<file path="config.mk">
export PLATFORM = sky130hd
export DESIGN_NAME = ssd_cell
export DESIGN_NICKNAME = d
export VERILOG_FILES = /design/src/sv/segmented_stack_delete_at_assert.svh /design/src/sv/ssd_pkg.sv /design/src/sv/ssd_cell.sv
export SDC_FILE = /design/constraint.sdc
export NUM_CORES = 1
export LEC_CHECK = 0
export BUFFER_PORTS_ARGS = -buffer_cell sky130_fd_sc_hd__buf_4
export CELL_PAD_IN_SITES_DETAIL_PLACEMENT = 1
export CELL_PAD_IN_SITES_GLOBAL_PLACEMENT = 1
export CORE_ASPECT_RATIO = 1.75
export CORE_MARGIN = 4
export CORE_UTILIZATION = 31
export CTS_BUF_LIST = sky130_fd_sc_hd__clkbuf_4 sky130_fd_sc_hd__clkbuf_8
export DETAILED_ROUTE_END_ITERATION = 12
export PLACE_DENSITY = 0.92
export SKIP_CTS_REPAIR_TIMING = 1
export SLEW_MARGIN = 15
export SYNTH_ARGS = -nofsm -noshare
export SYNTH_HDL_FRONTEND = slang
export SYNTH_SLANG_ARGS = --single-unit
export TNS_END_PERCENT = 30
</file>
<file path="constraint.sdc">
create_clock -name clk -period 2.6 [get_ports clk]
set_clock_uncertainty 0.2 [all_clocks]
set_input_delay 0.26 -clock clk [delete_from_list [all_inputs] [get_ports clk]]
set_output_delay 0.26 -clock clk [all_outputs]
set_load 0.005 [all_outputs]
</file>
<file path="src/sv/segmented_stack_delete_at_assert.svh">
// ----------------------------------------------------------------------------
// segmented_stack_delete_at_assert.svh
// assertion macros used by segmented_stack_delete_at
// ----------------------------------------------------------------------------
`ifndef SEGMENTED_STACK_DELETE_AT_ASSERT_SVH
`define SEGMENTED_STACK_DELETE_AT_ASSERT_SVH

// same-cycle implication, sampled on clk, off during reset
`define SSD_ASSERT_NOW(lbl, ante, cons, msg) \
	lbl: assert property (@(posedge clk) disable iff (!arst_n) (ante) |-> (cons)) \
		else $error(msg);

// next-cycle implication, sampled on clk, off during reset
`define SSD_ASSERT_NEXT(lbl, ante, cons, msg) \
	lbl: assert property (@(posedge clk) disable iff (!arst_n) (ante) |=> (cons)) \
		else $error(msg);

`endif

</file>
<file path="src/sv/ssd_pkg.sv">
// ----------------------------------------------------------------------------
// ssd_pkg
// sizes, codes and types of the segmented stack with delete-at
// ----------------------------------------------------------------------------
package ssd_pkg;

	localparam int STORE_DEPTH = 1024;
	localparam int DATA_WIDTH  = 32;

	localparam int ADDR_W = $clog2(STORE_DEPTH);
	localparam int CNT_W  = $clog2(STORE_DEPTH + 1);
	localparam int STEP_W = $clog2(ADDR_W + 1);

	localparam int CAP_W       = 11;
	localparam int VALUE_W     = 32;
	localparam int SEG_W       = 10;
	localparam int CMD_W       = 2;
	localparam int STAT_W      = 2;
	localparam int CNT_OUT_W   = 11;
	localparam int PROD_W      = 2 * CAP_W;
	localparam int S_TDATA_W   = 48;
	localparam int M_TDATA_W   = 56;
	localparam int M_PAD_W     = M_TDATA_W - (VALUE_W + 1 + 2 * CNT_OUT_W);
	localparam int S_PAD_W     = S_TDATA_W - (VALUE_W + SEG_W);

	localparam logic [CAP_W-1:0] CAP_RESET = CAP_W'(20);

	localparam logic [CMD_W-1:0] CMD_PUSH   = 2'd0;
	localparam logic [CMD_W-1:0] CMD_POP    = 2'd1;
	localparam logic [CMD_W-1:0] CMD_POP_AT = 2'd2;

	localparam logic [STAT_W-1:0] ST_OK    = 2'd0;
	localparam logic [STAT_W-1:0] ST_FULL  = 2'd1;
	localparam logic [STAT_W-1:0] ST_EMPTY = 2'd2;
	localparam logic [STAT_W-1:0] ST_RANGE = 2'd3;

	typedef struct packed {
		logic              dn;
		logic              up;
		logic [ADDR_W-1:0] thr;
	} cell_ctl_t;

endpackage

</file>
<file path="src/sv/ssd_cell.sv">
// ----------------------------------------------------------------------------
// ssd_cell
// one storage cell of the row; cell 0 holds the top of the stack
// ----------------------------------------------------------------------------
module ssd_cell (
	input  logic                           clk,
	input  logic [ssd_pkg::ADDR_W-1:0]     idx,
	input  ssd_pkg::cell_ctl_t             ctl,
	input  logic [ssd_pkg::DATA_WIDTH-1:0] above,
	input  logic [ssd_pkg::DATA_WIDTH-1:0] below,
	output logic [ssd_pkg::DATA_WIDTH-1:0] q
);
	import ssd_pkg::*;

	logic [DATA_WIDTH-1:0] data_q;

	always_ff @(posedge clk) begin
		if (ctl.dn) begin
			data_q <= above;
		end else if (ctl.up && (idx >= ctl.thr)) begin
			data_q <= below;
		end
	end

	assign q = data_q;

endmodule

</file>
# Yosys cells after proc, flatten, opt, wreduce, memory -nomap -nowiden
# Index checks and enable logic that the tools add are counted.
[word_totals]
ramBits = 0
elab_cells = 6
memories = 0
romBits = 0
latch_bits = 0
input_bits = 87
register_bits = 32
out_inout_bits = 32
[classes]
mux = 2
add_sub_neg = 0
bitwise_logic = 0
div = 0
shifts = 0
order_cmp = 1
n_eq_ne = 0
multipliers = 0
n_reduce_logical = 2
[ops]
columns = ["cell", "n"]
rows = [
  ["$mux W32", 2],
  ["$ge A10 B10 Y1", 1],
  ["$reduce_bool A2 Y1", 1],
  ["$logic_and A1 B1 Y1", 1],
]

# Longest topological paths before layout
[logic_depth]
ltp_word = 4
mapped_depth = 6
mapped_depth_nobuf = 6

# Worst setup path before layout
# No wires, ideal clock.
[synth_path]
path_type = "input to register"
startpoint = "in ctl[5] (netlist name)"
endpoint = "reg data_q[0] (netlist: q[0]), enable pin"
setup_time_ns = 0.390
t_required_ns = 2.010
arrival_ns = 1.634
path_stages = 6
path_buffers = 0
slack_ns = 0.375
path_cell_list = "inv_1 > ha_1 > o21a_1 > a21oi_2 > o21ai_1 > a41o_1"
[synth_via]
elab_chain_len = 3
[synth_lines]
columns = ["item", "line_no", "source"]
rows = [
  ["from (decl)", "ssd_cell.sv:8", "input ssd_pkg::cell_ctl_t ctl,"],
  ["$ge A10 B10 Y1", "ssd_cell.sv:20", "end else if (ctl.up && (idx >= ctl.thr)) begin"],
  ["$logic_and A1 B1 Y1", "ssd_cell.sv:20", ""],
  ["$reduce_bool A2 Y1 (no line)", "n/a", ""],
  ["to (signal assigned)", "ssd_cell.sv:19", "data_q <= above;"],
  ["to (signal assigned)", "ssd_cell.sv:21", "data_q <= below;"],
  ["to (decl)", "ssd_cell.sv:15", "logic [DATA_WIDTH-1:0] data_q;"],
]
# No other way between the ends.
# A chain may end at the register's enable or synchronous reset.

# Worst setup path after layout
[layout_path]
startpoint = "in idx[3] (netlist name)"
endpoint = "reg data_q[16] (netlist: q[16]), enable pin"
[layout_via]
elab_chain_len = 3
[layout_lines]
columns = ["item", "line_no", "source"]
rows = [
  ["from (decl)", "ssd_cell.sv:7", "input logic [ssd_pkg::ADDR_W-1:0] idx,"],
  ["$ge A10 B10 Y1", "ssd_cell.sv:20", ""],
  ["$logic_and A1 B1 Y1", "ssd_cell.sv:20", ""],
  ["$reduce_bool A2 Y1 (no line)", "n/a", ""],
]
# No other way between the ends.

==> flow_summary.toml <==
[sta]
timing.hold.ws_ps = 80.8
slew_viol_final = 0
min_period_ps = 1800
tightestPinTransition_ps = 418
max_freq_mhz = 554
rsz0062_at_grt = "no"
slew_headroom_pct = 72.1
setup_viol = 0
tns_ps = 0
hold_viol = 0
fin_crit_sh_pct = 69.4

[grt]
grt_pass1_vias = 1499
top_usage_layer = "met2"
grtUsageMet3_pct = 4.80
grt_max_degree = 34
gr-usage-met2_pct = 32.3
use_met1_pct = 13.0
antenna_found_initial = 0
grt_pass1_wl_mm = 7.70
grt_remaining_overflow = 0
grt.total_usage_pct = 15.7

[cts]
cts_sinks = 32
clk_pin_slew_ps = 70
htree_levels = 2
cts_max_path_buffers = 2
cts_tree = "done"
numCtsBuffers = 5
clockRootBuffer = "clkbuf_8"

[place]
io_buffers = 118
place_congestion = 0.751
place_hpwl_mm = 4.21
placed_area_sq_um = 2540

[min_path]
hold_path_class = "in2reg"

[floorplanning]
start_util_pct = 32.2
row_count = 34
die_x_um = 62.3
core_sq_um = 4980
die_h_um = 103
die-area_sq_um = 6430
io_pins = 119

[cells_and_area]
multi_input_area_sq_um = 576
largest_register_ffs = 32
final_nets = 322
fillers = 540
antenna_cells = 0
final_cell_mix = "buf_4, mux2_2, edfxtp_1"
drive_gt1_share_pct = 70.4
syn_to_final_growth_pct = 65.4
finish.instance_area_sq_um = 2650
layout_commonest_cell = "buf_4"
seqCellArea_sq_um = 961

[logic_synthesis]
synth_seq_area_share_pct = 60.0
syn_area_sq_um = 1600
synth_top_area_share_pct = 60.0
postSynthCellCount = 102
synth_cell_types = 18
synth_top_area_cell = "edfxtp_1"
synth_area_per_cell_sq_um = 15.7
synth.area.top_cells = "edfxtp_1, mux2_2, ha_1"
synth.ff_latch_count = 32
syn_nets = 199
yosysWarnings = 0

[route]
drt_wl_total_mm = 4.96
vias = 1351
viasPerCell = 4.83
drt-wirelength-per-cell_um = 17.7
postRouteAntennaNets = 0
drtIter0Drc = 41
drc_errors = 0
dr.pass1.iters = 4

[worst_setup_path]
criticalPathCategory = "in2reg"
worstPathRequired_ps = 2410
arrival_ps = 1620
endpoint_kind = "flop"
crit_fanout = 17
start_kind = "primary input"

[power_and_ir_drop]
clock_power_share_pct = 31.1
ir_drop_mv = 0.441
power_density_nw_per_um2 = 547
power_frac_seq_pct = 46.1
switching_share_pct = 21.2
p_sw_uw = 308
p_int_mw = 1.14
leakagePower_nw = 1.24
comb_power_share_pct = 22.8

[job]
cap_viol_max_count = 0

[run_status]
status = "finished, final reports clean"
[power by group through the flow]
| stage | clock, mW | combinational, mW | sequential, mW |
|---|---|---|---|
| after floorplan | 0 | 0.0912 | 0.688 |
| after global placement | 0 | 0.325 | 0.677 |
| after detailed placement | 0 | 0.337 | 0.680 |
| after CTS | 0.461 | 0.339 | 0.670 |
| after global routing | 0.492 | 0.358 | 0.675 |
| final | 0.450 | 0.331 | 0.668 |
[critical path, stage by stage]
cell	delay (ps)
buf_4	110
ha_1	300
a211o_1	270
a21oi_2	120
o21ai_1	80
a41o_1	260
buf_4	210
[Yosys cell counts]
cell type,number
o21ai_0,1
mux2_2,32
a41o_1,1
and3_1,1
buf_2,1
nand2b_1,1
o21a_1,1
o21ai_1,1
a21oi_2,1
a21oi_1,3
nand2_1,1
buf_4,3
edfxtp_1,32
nand4_1,1
a21o_1,1
inv_1,10
ha_1,10
a211o_1,1
[cell families (layout without fill, tap and decap cells)]
group                    Yosys count  count (layout)  synth area share [%]
AND/OR/NAND/NOR                    4               4                  1.41
buffers and inverters             14             138                  4.06
multiplexers                      32              32                  22.5
adder cells (fa/ha/maj)           10              10                  7.81
AO/OA/AOI/OAI                     10              10                  4.22
flip-flops                        32              32                  60.0
[metrics by stage]
stage,cells,utilization [%],setup WS (ps),total power [mW]
after floorplan,102,-,375,0.779
after global placement,272,51.1,572,1.00
after detailed placement,272,51.1,515,1.02
after CTS,280,53.2,803,1.47
after global routing,280,53.2,709,1.52
final,280,53.2,795,1.45
[routing by layer]
layer | vias up | wire, um
li1 | 629 | -
met1 | 625 | 1330
met2 | 88 | 3010
met3 | 9 | 471
met4 | 0 | 146
met5 | - | 0
[path summary, 6_finish.rpt]
kind | startpoint | end | slack [ps] | cells after the start
max | idx[3] | q[16] | 800 | 7
min | below[4] | q[4] | 80 | 2
[final cells by class]
cell class	count	area share, %
Timing Repair Buffer	120	34.0
Multi-Input combinational cell	56	21.7
Clock inverter	3	1.42
Sequential cell	32	36.3
Clock buffer	5	2.60
Inverter	10	1.42
Tap cell	54	2.55
(Power assumes the default switching activity.)
