`config.mk`:
```
export PLATFORM = sky130hd
export DESIGN_NAME = ssd_segcnt
export DESIGN_NICKNAME = d
export VERILOG_FILES = /design/src/sv/segmented_stack_delete_at_assert.svh /design/src/sv/ssd_pkg.sv /design/src/sv/ssd_segcnt.sv
export SDC_FILE = /design/constraint.sdc
export NUM_CORES = 1
export LEC_CHECK = 0
export BUFFER_PORTS_ARGS = -buffer_cell sky130_fd_sc_hd__buf_2
export CAP_MARGIN = 10
export CORE_MARGIN = 10
export CORE_UTILIZATION = 50
export DETAILED_ROUTE_END_ITERATION = 10
export PLACE_DENSITY_LB_ADDON = 0.08
export SKIP_CTS_REPAIR_TIMING = 1
export SYNTH_ARGS = -nofsm -noshare
export SYNTH_HDL_FRONTEND = slang
export SYNTH_SLANG_ARGS = --single-unit
```
`constraint.sdc`:
```
create_clock -name clk -period 3.25 [get_ports clk]
set_input_delay 0 -clock clk [delete_from_list [all_inputs] [get_ports clk]]
set_output_delay 0 -clock clk [all_outputs]
set_load 0.03 [all_outputs]
```
`src/sv/segmented_stack_delete_at_assert.svh`:
```
// ----------------------------------------------------------------------------
// segmented_stack_delete_at_assert.svh
// assertion macros used by segmented_stack_delete_at
// ----------------------------------------------------------------------------
`ifndef SEGMENTED_STACK_DELETE_AT_ASSERT_SVH
`define SEGMENTED_STACK_DELETE_AT_ASSERT_SVH

// same-cycle implication, sampled on clk, off during reset
`define SSD_ASSERT_NOW(lbl, ante, cons, msg) \
	lbl: assert property (@(posedge clk) disable iff (!arst_n) (ante) |-> (cons)) \
		else $error(msg);

// next-cycle implication, sampled on clk, off during reset
`define SSD_ASSERT_NEXT(lbl, ante, cons, msg) \
	lbl: assert property (@(posedge clk) disable iff (!arst_n) (ante) |=> (cons)) \
		else $error(msg);

`endif

```
`src/sv/ssd_pkg.sv`:
```
// ----------------------------------------------------------------------------
// ssd_pkg
// sizes, codes and types of the segmented stack with delete-at
// ----------------------------------------------------------------------------
package ssd_pkg;

	localparam int STORE_DEPTH = 1024;
	localparam int DATA_WIDTH  = 32;

	localparam int ADDR_W = $clog2(STORE_DEPTH);
	localparam int CNT_W  = $clog2(STORE_DEPTH + 1);
	localparam int STEP_W = $clog2(ADDR_W + 1);

	localparam int CAP_W       = 11;
	localparam int VALUE_W     = 32;
	localparam int SEG_W       = 10;
	localparam int CMD_W       = 2;
	localparam int STAT_W      = 2;
	localparam int CNT_OUT_W   = 11;
	localparam int PROD_W      = 2 * CAP_W;
	localparam int S_TDATA_W   = 48;
	localparam int M_TDATA_W   = 56;
	localparam int M_PAD_W     = M_TDATA_W - (VALUE_W + 1 + 2 * CNT_OUT_W);
	localparam int S_PAD_W     = S_TDATA_W - (VALUE_W + SEG_W);

	localparam logic [CAP_W-1:0] CAP_RESET = CAP_W'(20);

	localparam logic [CMD_W-1:0] CMD_PUSH   = 2'd0;
	localparam logic [CMD_W-1:0] CMD_POP    = 2'd1;
	localparam logic [CMD_W-1:0] CMD_POP_AT = 2'd2;

	localparam logic [STAT_W-1:0] ST_OK    = 2'd0;
	localparam logic [STAT_W-1:0] ST_FULL  = 2'd1;
	localparam logic [STAT_W-1:0] ST_EMPTY = 2'd2;
	localparam logic [STAT_W-1:0] ST_RANGE = 2'd3;

	typedef struct packed {
		logic              dn;
		logic              up;
		logic [ADDR_W-1:0] thr;
	} cell_ctl_t;

endpackage

```
`src/sv/ssd_segcnt.sv`:
```
// ----------------------------------------------------------------------------
// ssd_segcnt
// restoring divider: sub-stack count and fill of the last one after a
// capacity change, one quotient bit per cycle
// ----------------------------------------------------------------------------
module ssd_segcnt (
	input  logic                      clk,
	input  logic                      arst_n,
	input  logic                      start,
	input  logic [ssd_pkg::CNT_W-1:0] total,
	input  logic [ssd_pkg::CAP_W-1:0] cap,
	output logic                      busy,
	output logic                      done,
	output logic [ssd_pkg::CNT_W-1:0] segs,
	output logic [ssd_pkg::CAP_W-1:0] rem
);
	import ssd_pkg::*;

	logic              run_q;
	logic              done_q;
	logic [STEP_W-1:0] step_q;
	logic [ADDR_W-1:0] n_q;
	logic [ADDR_W-1:0] quo_q;
	logic [CAP_W-1:0]  r_q;
	logic [CAP_W-1:0]  c_q;
	logic              zero_q;
	logic [CAP_W:0]    trial;
	logic              fits;

	assign trial = {r_q, n_q[ADDR_W-1]};
	assign fits  = trial >= {1'b0, c_q};

	always_ff @(posedge clk or negedge arst_n) begin
		if (!arst_n) begin
			run_q  <= 1'b0;
			done_q <= 1'b0;
			step_q <= '0;
		end else begin
			done_q <= 1'b0;
			if (start) begin
				run_q  <= 1'b1;
				step_q <= STEP_W'(ADDR_W);
			end else if (run_q) begin
				step_q <= step_q - 1'b1;
				if (step_q == STEP_W'(1)) begin
					run_q  <= 1'b0;
					done_q <= 1'b1;
				end
			end
		end
	end

	always_ff @(posedge clk) begin
		if (start) begin
			n_q    <= ADDR_W'(total - 1'b1);
			zero_q <= (total == '0);
			c_q    <= cap;
			r_q    <= '0;
			quo_q  <= '0;
		end else if (run_q) begin
			n_q   <= n_q << 1;
			quo_q <= {quo_q[ADDR_W-2:0], fits};
			r_q   <= fits ? CAP_W'(trial - {1'b0, c_q}) : CAP_W'(trial);
		end
	end

	assign busy = run_q;
	assign done = done_q;
	assign segs = zero_q ? CNT_W'(1) : CNT_W'(quo_q) + 1'b1;
	assign rem  = zero_q ? '0 : r_q + 1'b1;

endmodule

```
# Word level (Yosys, flattened, before mapping)
# Index checks and enable logic that the tools add are counted.
[word_totals] word_cells=30 regBits=49 output_inout_bits=24 input_bits=25
[op_classes] n_reduce_logical=2 n_addsub=5 n_eq_ne=1 n_lt_le_gt_ge=1 muxes=13
[op_table] operator="$mux 11" count=3
[op_table] operator="$mux 10" count=2
[op_table] operator="$ge 12x11->1" count=1
[op_table] operator="$add 10x1->11 const B" count=1
[op_table] operator="$add 11x1->11 const B" count=1
[op_table] operator="$logic_not 11->1" count=1
[op_table] operator="$sub 11x11->11" count=1
[op_table] operator="$sub 10x1->10 const B" count=1
[op_table] operator="$mux 4" count=2
[op_table] operator="$mux 1" count=6
[op_table] operator="$eq 4x1->1 const B" count=1
[op_table] operator="$sub 4x1->4 const B" count=1
[op_table] operator="$reduce_bool 2->1" count=1

# Logic depth before layout (Yosys ltp)
[depth] ltp_word=4 ltp_mapped=10 depth_no_buf=9

# Worst setup path before layout
# No wires, ideal clock.
[synth_timing] path_kind="reg2reg" start="reg n_q[9]" end="reg r_q[0]" period_less_slack_ns=2.258 required_ns=3.171 path_stages_with_launch=10 path_buffers=0 setup_ns=0.079 arrival_ns=2.178 slack_ns=0.992 path_cell_list="edfxtp_1 > inv_1 > ha_1 > fa_1 > nand2b_2 > o2bb2ai_2 > a21o_1 > a41o_4 > mux2_4 > a211oi_2"
[synth_via] elab_chain_cells=2 elab_cells_between_ends=3 cone_classes="add/sub: 1; order compare: 1; mux: 1"
[synth_lines] item="start, declared" line_no="ssd_segcnt.sv:22" rtl="logic [ADDR_W-1:0] n_q;"
[synth_lines] item="start signal, assigned" line_no="ssd_segcnt.sv:55" rtl="n_q <= ADDR_W'(total - 1'b1);"
[synth_lines] item="start signal, assigned" line_no="ssd_segcnt.sv:61" rtl="n_q <= n_q << 1;"
[synth_lines] item="$sub 11x11->11 / $ge 12x11->1 (equally long branches)" line_no="ssd_segcnt.sv:63, ssd_segcnt.sv:31"
[synth_lines] item="$mux 11 (*)" line_no="ssd_segcnt.sv:63" rtl="r_q <= fits ? CAP_W'(trial - {1'b0, c_q}) : CAP_W'(trial);"
[synth_lines] item="end signal, assigned" line_no="ssd_segcnt.sv:63"
[synth_lines] item="end, declared" line_no="ssd_segcnt.sv:24" rtl="logic [CAP_W-1:0] r_q;"
# Mark *: on every way between the ends. The rest lies on a longest branch, timed or not.
# A chain may end at the register's enable or synchronous reset.

# Final worst setup path
[layout_timing] start="reg r_q[0]" end="reg r_q[2]"
[layout_via] elab_chain_cells=2 elab_cells_between_ends=3 cone_classes="add/sub: 1; order compare: 1; mux: 1"
[layout_lines] item="$sub 11x11->11 / $ge 12x11->1 (equally long branches)" line_no="ssd_segcnt.sv:63, ssd_segcnt.sv:31"
[layout_lines] item="$mux 11 (*)" line_no="ssd_segcnt.sv:63"
# Marks and branches as above.

==> results_dict.tcl <==
set metrics [dict create \
    outcome "finished, final reports clean" \
    grt_max_degree 54 \
    root_buffer "clkbuf_8" \
    holdPathStages 2 \
    hpwlAfterDp_mm 4.66 \
    slowest_stage "dfxtp_1" \
    slew-limit-headroom 0.496 \
    track_usage 0.133 \
    die_w_um 97.3 \
    clk_pin_slew_worst_paths_ns 0.10 \
    cp_max_fo 9 \
    rows 28 \
    startpoint_type "flip-flop" \
    synthToLayoutAreaGrowth_pct 17.5 \
    routed_wl_mm 6.44 \
    layout.nets 431 \
    rr_startpoint "r_q[0]" \
    core_sq_um 5850 \
    critPathLaunch "r_q[0]" \
    numCtsBuffers 5 \
    ant_nets 0 \
    fin_cells 464 \
    io_buffers 48 \
    drive_gt1_frac 0.170 \
    gp_congestion 0.808 \
    power.leakage_nw 1.51 \
    synth-seq-cells 49 \
    min_period_over_period 0.764 \
    die_h_um 97.3 \
    diodes 0 \
    dp_cells 442 \
    fmax_mhz 403 \
    clk_path_buf_depth 2 \
    grt_pass1_wl_mm 10.9 \
    h-tree-depth 2 \
    dieArea_sq_um 9460 \
    powerDensity_nw_per_um2 383 \
    holdCritPathClass "in -> reg" \
    finalHoldViolations 0 \
    rsz0062_at_grt "no" \
    synthArstFlopShare 0.122 \
    syn_inst 331 \
    min_period_ns 2.48 \
    cts_tree "yes" \
    final_cell_mix "buf_2, nor2_1, nand2_1, edfxtp_1, dfxtp_1" \
    wl_per_cell_um 13.9 \
    dr.pass1.iters 4 \
    cp_slowest_stage_delay_ns 0.44 \
    cp_cell_sequence "inv_1 > fa_1 > nand2b_2 > o2bb2ai_2 > a21o_1 > a41oi_2 > nand3_1 > a311oi_1" \
    ys_types 51 \
    cap_violations 0 \
    grt_overflow_total 0 \
    clock_latency_ns 0.31 \
    crit_arrival_ns 2.70 \
    vias 2511 \
    place_ws_ns 0.823 \
    ff2ff_path_depth 8 \
    clock-sinks 49 \
    drv_slew 0 \
    worst_slack_ns 0.767 \
    pin_count 49 \
    avgSynthCellArea_sq_um 9.02 \
    antenna_found_initial 0 \
    via_per_inst 5.41 \
    synth_edf_count 22 \
    drc_errors 0 \
    drtIter0Drc 127 \
    synth_nets 374 \
    setup_viol 0 \
    crit_type "reg -> reg" \
    critPathCaptureType "flip-flop" \
    worstPathRequired_ns 3.46 \
    final.setup_skew_ns 0.00807 \
    ys_warn_count 0 \
    syn_area_sq_um 2980 \
    min-delay-start "total[8]" \
    yosysSeqAreaShare 0.413 \
    grt_pass1_vias 2302 \
    setup_tns_ns 0 \
    synthFlopType "edfxtp_1" \
    start_util 0.510 \
    vdd_drop_max_mv 0.273 \
    final_common_cell "buf_2" \
    tightestPinTransition_ns 0.755 \
]
area by class of cell:
| type | instances | area (sq um) |
|---|---|---|
| clock buffers | 6 | 73.8 |
| clock inverters | 2 | 13.8 |
| fillers | 536 | 2340 |
| inverters | 20 | 75.1 |
| multi-input cells | 247 | 1620 |
| flip-flops and latches | 49 | 1230 |
| well taps | 75 | 93.8 |
| repair buffers | 65 | 403 |
per-layer routing:
layer  vias to the layer above  wire, um  global-route usage
met2                        87      2650               0.190
met3                         7       567              0.0377
met4                         0        88              0.0515
li1                       1292         -                   -
met1                      1125      3130               0.183
met5                         -         0                   0
power breakdown:
part	switching [mW]	internal, mW	total [mW]
clock	0.209	0.156	0.365
sequential	0.0334	0.688	0.721
combinational	0.142	0.116	0.258
total	0.384	0.960	1.34
state kept, by name (all words and copies together), names as in the netlist:
signal and count:
busy 1, c_q 11, done 1, n_q 10, quo_q 10, r_q 11, step_q 4, zero_q 1
worst max-delay path, delay by kind of cell (launching register included):
kind | cells | cell delay (ns)
fa+ha+maj | 1 | 0.44
compound gates | 4 | 1.07
simple gates | 2 | 0.33
buf+inv | 1 | 0.12
flops | 1 | 0.44
synth_stat cells, types with 2 or more instances:
library cell,count,area share
nor2_1,47,0.059
nand2_1,27,0.034
edfxtp_1,22,0.22
dfxtp_1,21,0.14
inv_1,19,0.024
a21oi_1,18,0.030
ha_1,17,0.071
o21ai_0,16,0.027
nand3_1,15,0.025
xnor2_1,14,0.041
xor2_1,11,0.032
clkbuf_1,10,0.013
or3_1,10,0.021
mux2i_1,9,0.030
a311oi_1,6,0.018
dfrtp_1,6,0.050
nor4_1,5,0.010
a31oi_1,4,0.0084
nand2b_1,4,0.0084
nor2b_1,4,0.0084
nor3_1,4,0.0067
o31ai_1,4,0.010
and3_1,3,0.0063
buf_1,3,0.0038
nand4_1,3,0.0063
nand3b_1,2,0.0050
nor4b_1,2,0.0059
o21a_1,2,0.0050
metrics by stage:
stage          total power [mW]  utilization  hold WS, ns  instance area [sq um]
2_1_floorplan             0.908            -       -0.296                   2980
3_3_place_gp              0.978        0.561       -0.168                   3280
3_5_place_dp              0.979        0.561       -0.166                   3280
4_1_cts                    1.34        0.575       -0.502                   3370
5_1_grt                    1.41        0.599       0.0131                   3510
6_report                   1.34        0.599       0.0309                   3510
worst paths after layout:
kind / end / slack, ns
setup / recovery: r_q[2] / 0.77
hold / removal: zero_q / 0.03
setup reg to reg: r_q[2] / 0.77
hold reg to reg: step_q[3] / 0.53
max in group asynchronous: busy / 3.06
min in group asynchronous: step_q[3] / 0.04
cell families (layout without fill, tap and decap cells):
family / count (synthesis) / count (layout) / share of synthesized area
xor+xnor: 25 / 25 / 0.0734
mux: 10 / 10 / 0.0352
compound gates: 63 / 63 / 0.146
buf+inv: 35 / 93 / 0.0457
flops: 49 / 49 / 0.413
simple gates: 131 / 131 / 0.209
fa+ha+maj: 18 / 18 / 0.0780
No activity file was read; power rests on OpenSTA's default activity.
